## src/sv/pcbn_pkg.sv

```systemverilog
// Shared types and constants for the point cloud box normalizer.
package pcbn_pkg;
  localparam int MaxPointsDef  = 64;
  localparam int CoordWidthDef = 32;
  localparam int InWidth       = 32;
  localparam int OutWidth      = 32;
  localparam int FracBits      = 30;
  localparam int QuoWidth      = FracBits + 1;
  localparam int DivSteps      = FracBits + 1;
  localparam int StepWidth     = $clog2(DivSteps);
  localparam logic [1:0] AxisLast = 2'd2;

  typedef enum logic [2:0] {
    ST_LOAD,
    ST_SETUP,
    ST_READ,
    ST_INIT,
    ST_DIV,
    ST_ROUND,
    ST_OUT
  } state_e;

  typedef struct packed {
    logic       load;
    logic       clear;
    logic       setup;
    logic       rd_en;
    logic       div_init;
    logic       div_step;
    logic       div_first;
    logic       round;
    logic [1:0] axis;
  } cmd_t;

  typedef struct packed {
    logic degen;
    logic drop;
  } status_t;
endpackage

```

## src/sv/pcbn_ctrl.sv

```systemverilog
// Controller: sequences loading, setup, per-axis division and output.
module pcbn_ctrl #(
  parameter int MAX_POINTS = pcbn_pkg::MaxPointsDef,
  localparam int IdxW = (MAX_POINTS > 1) ? $clog2(MAX_POINTS) : 1,
  localparam int CntW = $clog2(MAX_POINTS + 1)
) (
  input  logic            clk_i,
  input  logic            rst_ni,
  input  logic            in_valid_i,
  output logic            in_stall_o,
  input  logic            final_point_i,
  output logic            out_valid_o,
  input  logic            out_stall_i,
  output logic            end_of_run_o,
  input  logic [CntW-1:0] count_i,
  output pcbn_pkg::cmd_t  cmd_o,
  output logic [IdxW-1:0] rd_addr_o
);
  import pcbn_pkg::*;

  state_e               state_q, state_d;
  logic [IdxW-1:0]      k_q;
  logic [1:0]           axis_q;
  logic [StepWidth-1:0] step_q;
  logic [CntW-1:0]      last_cnt;
  logic                 last_pt;
  logic                 in_acc;
  logic                 out_acc;

  assign last_cnt = count_i - CntW'(1);
  assign last_pt  = (k_q == last_cnt[IdxW-1:0]);
  assign in_acc   = in_valid_i && !in_stall_o;
  assign out_acc  = out_valid_o && !out_stall_i;

  always_comb begin
    state_d = state_q;
    case (state_q)
      ST_LOAD:  if (in_acc && final_point_i) state_d = ST_SETUP;
      ST_SETUP: state_d = ST_READ;
      ST_READ:  state_d = ST_INIT;
      ST_INIT:  state_d = ST_DIV;
      ST_DIV:   if (step_q == StepWidth'(DivSteps - 1)) state_d = ST_ROUND;
      ST_ROUND: state_d = (axis_q == AxisLast) ? ST_OUT : ST_INIT;
      ST_OUT:   if (out_acc) state_d = last_pt ? ST_LOAD : ST_READ;
      default:  state_d = ST_LOAD;
    endcase
  end

  always_comb begin
    cmd_o           = '0;
    cmd_o.axis      = axis_q;
    in_stall_o      = (state_q != ST_LOAD);
    out_valid_o     = (state_q == ST_OUT);
    end_of_run_o    = last_pt;
    rd_addr_o       = k_q;
    case (state_q)
      ST_LOAD:  cmd_o.load = in_acc;
      ST_SETUP: cmd_o.setup = 1'b1;
      ST_READ:  cmd_o.rd_en = 1'b1;
      ST_INIT:  cmd_o.div_init = 1'b1;
      ST_DIV: begin
        cmd_o.div_step  = 1'b1;
        cmd_o.div_first = (step_q == '0);
      end
      ST_ROUND: cmd_o.round = 1'b1;
      ST_OUT:   cmd_o.clear = out_acc && last_pt;
      default:  cmd_o = '0;
    endcase
  end

  always_ff @(posedge clk_i or negedge rst_ni) begin
    if (!rst_ni) begin
      state_q <= ST_LOAD;
      k_q     <= '0;
      axis_q  <= '0;
      step_q  <= '0;
    end else begin
      state_q <= state_d;
      case (state_q)
        ST_SETUP: k_q <= '0;
        ST_READ:  axis_q <= '0;
        ST_INIT:  step_q <= '0;
        ST_DIV:   step_q <= step_q + StepWidth'(1);
        ST_ROUND: axis_q <= axis_q + 2'd1;
        ST_OUT:   if (out_acc) k_q <= k_q + IdxW'(1);
        default:  ;
      endcase
    end
  end
endmodule

```

## config.mk

```make
export PLATFORM = sky130hd
export DESIGN_NAME = pcbn_ctrl
export DESIGN_NICKNAME = d
export VERILOG_FILES = /design/src/sv/pcbn_pkg.sv /design/src/sv/pcbn_ctrl.sv
export SDC_FILE = /design/constraint.sdc
export NUM_CORES = 1
export LEC_CHECK = 0
export ABC_CLOCK_PERIOD_IN_PS = 1380
export BUFFER_PORTS_ARGS = -buffer_cell sky130_fd_sc_hd__buf_2
export CORE_MARGIN = 1
export CORE_UTILIZATION = 46
export CTS_CLUSTER_DIAMETER = 200
export DETAILED_ROUTE_END_ITERATION = 10
export HOLD_SLACK_MARGIN = 0.05
export PLACE_DENSITY = 0.73
export SYNTH_ARGS = -nofsm -noshare
export SYNTH_HDL_FRONTEND = slang
export SYNTH_SLANG_ARGS = --single-unit
```

## constraint.sdc

```tcl
create_clock -name clk_i -period 1.38 [get_ports clk_i]
set_input_delay 0.069 -clock clk_i [delete_from_list [all_inputs] [get_ports clk_i]]
set_output_delay 0.069 -clock clk_i [all_outputs]
set_load 0.03 [all_outputs]
```

==> results.toml <==
[outcome]
status = "finished with violations"
violations = "setup timing"

[setup_path]
reg2reg_slack_ps = -380
startpoint_type = "flop"
critPathCaptureType = "output pin"
cp.arrival_ps = 1820
r2r-end = "state_q[1]"
r2r_cells = 7
critical_path_required_ps = 1310
r2r-start = "state_q[0]"
crit_type = "reg -> out"
cp_max_fo = 2

[synthesis]
synth_cells = 120
avgSynthCellArea_sq_um = 9.10
ys_types = 40
synth_edf_count = 0
yosysWarnings = 0
yosysTopAreaCell = "dfrtp_1"
synthFlopType = "dfrtp_1"
synth_top_area_frac = 0.367
ys_ff_latch = 16
yosysSeqAreaShare = 0.367
synth_nets = 138
syn_area_sq_mm = 0.00109
async_flop_share = 1.00
synthTopCellsByArea = "dfrtp_1 (37%), ha_1 (6.9%), xor2_1 (4.8%), o21ai_0 (4.6%), xnor2_1 (4.0%)"

[die]
pin_count = 31
rows = 17
die_width_um = 50.7
core_area_sq_mm = 0.00223
dieArea_sq_mm = 0.00257
die_height_um = 50.7
start_util = 0.489

[place]
pre_cts_slack_ps = -181
postPlaceCellArea_sq_mm = 0.00154
routabilityCongestion = 0.839
dp_hpwl_mm = 2.14
post-place-cells = 201
io_buffers = 29

[final_layout]
layout_commonest_cell = "buf_6"
nNetsFinal = 221
post-route-util = 0.933
syn_to_final_growth_pct = 90.7
drive_gt1_frac = 0.653
layout.cells.non_filler = 230
finalInstanceArea_sq_mm = 0.00208
antenna_cells = 0
layout_common_cells = "buf_6 (37), buf_4 (27), buf_2 (16)"

[power_and_ir_drop]
switchingPower_mw = 1.87
p_int_mw = 2.27
clkPwrFrac = 0.083
p_per_area_mw_per_mm2 = 1990
power_frac_seq = 0.185
switching_share = 0.452
p_comb_frac = 0.733
power.leakage_nw = 1.02
ir_drop_mv = 1.92

[grt]
grt_pass1_vias = 1377
grt.total_usage = 0.375
grt_pass1_wl_mm = 6.92
grt_max_degree = 17
antenna_found_initial = 0
grt_overflow = 0

[drt]
ant_nets = 0
top_layer_used = "met4"
routed_wl_mm = 5.85
drt-met1-wl_mm = 2.04
drc = 0
via_count = 1441
viasPerCell = 6.27
met2WireLength_mm = 2.74
route.met3.wl_um = 569
drtPass1Iterations = 5
wire_per_inst_um = 25.5
drt-initial-drc-count = 100

[clock_network]
clockBufferDepth = 2
numCtsBuffers = 3
cts_root_buf = "clkbuf_4"
numClockSinks = 16
clkLatencyLatePin_ps = 310
htree_levels = 1
cts_tree = "yes"
clk_pin_slew_ps = 120

[timing]
finalCriticalPeriod_ps = 1880
hold_violations = 0
grt_setup_unrepaired = "yes"
skew_ps = 10.4
drv_slew = 0
setup_viol = 29
relSlewSlack = 0.567
worst_pin_slew_ps = 645
fmax_mhz = 531
fin_ws_ps = -504
finalCritPeriodShare = 1.37

[job]
maxCapViolCount = 0

[worst_hold_path]
hold_class = "in -> async"
[worst max-delay path, stage by stage (launching register included)]
cell and delay (ps):
dfrtp_2 430, xor2_1 170, o31ai_1 110, buf_4 190, nand3_2 100, nor4b_4 330
buf_6 180
[kinds of logic (layout without fill, tap and decap cells)]
kind of cell	count (synthesis)	count (layout)	share of synthesized area
AND/OR/NAND/NOR	50	50	0.278
AO/OA/AOI/OAI	22	22	0.132
flip-flops	16	16	0.367
buffers and inverters	14	96	0.0561
XOR/XNOR	11	11	0.0882
adder cells (fa/ha/maj)	6	6	0.0687
multiplexers	1	1	0.0103
[power by group through the flow]
| stage | Sequential, mW | Clock (mW) | Combinational [mW] |
|---|---|---|---|
| detailed placement | 0.702 | 0 | 1.56 |
| global placement | 0.697 | 0 | 1.50 |
| finish | 0.765 | 0.342 | 3.04 |
| floorplan | 0.717 | 0 | 0.962 |
| global route | 0.764 | 0.345 | 3.12 |
| CTS | 0.703 | 0.319 | 2.37 |
[synth_stat cells (all sizes together) (2+ instances only)]
cell and count:
nor2b 5, a211oi 2, dfrtp 16, a21oi 2
nand3 4, nand4 4, xnor2 5, nor3 3
buf 2, inv 11, nand3b 3, nor2 10
and2 3, o21ai 11, ha 6, xor2 6
nor3b 2, o2111ai 2, nand2 7
[sequential cells by signal, indices dropped and copies added, names as in the netlist]
name,count
state_q,3
step_q,5
rd_addr_o,6
axis_q,2
[layer usage]
| metal | track usage | up-vias |
|---|---|---|
| met4 | 0.153 | 0 |
| li1 | - | 586 |
| met2 | 0.651 | 142 |
| met1 | 0.461 | 654 |
| met3 | 0.0545 | 59 |
| met5 | 0 | - |
[what timing repair did]
item / 4_1_cts / 5_1_grt
endpoints found under the hold margin: 16 / 0
setup buffers: 18 / 11
gates resized for setup: 63 / 38
pin swaps: 17 / 16
endpoints found under the setup margin: 19 / 29
hold buffers: 1 / 0
[per-stage QoR]
step	TNS (ps)	power [mW]	hold slack (ps)
final	-6730	4.14	199
after global routing	-7510	4.23	234
after CTS	-3590	3.39	173
after detailed placement	-635	2.26	6.99
after global placement	-495	2.20	3.20
after floorplan	-1190	1.68	-227
[how the worst max path moves through the flow]
stage	from	endpoint	cells past startpoint
CTS	rd_addr_o[3]	cmd_o[8]	5
global route	rd_addr_o[0]	cmd_o[8]	5
detailed placement	count_i[1]	cmd_o[8]	6
global placement	count_i[1]	cmd_o[8]	6
floorplan	state_q[1]	rd_addr_o[4]	5
finish	rd_addr_o[4]	cmd_o[8]	6
[final cells by class]
type / count / area, sq um
well taps: 28 / 35.0
flip-flops and latches: 16 / 408
clock buffers: 4 / 36.3
multi-input cells: 90 / 851
fillers: 82 / 150
inverters: 11 / 43.8
repair buffers: 81 / 709
(Power assumes the default switching activity.)
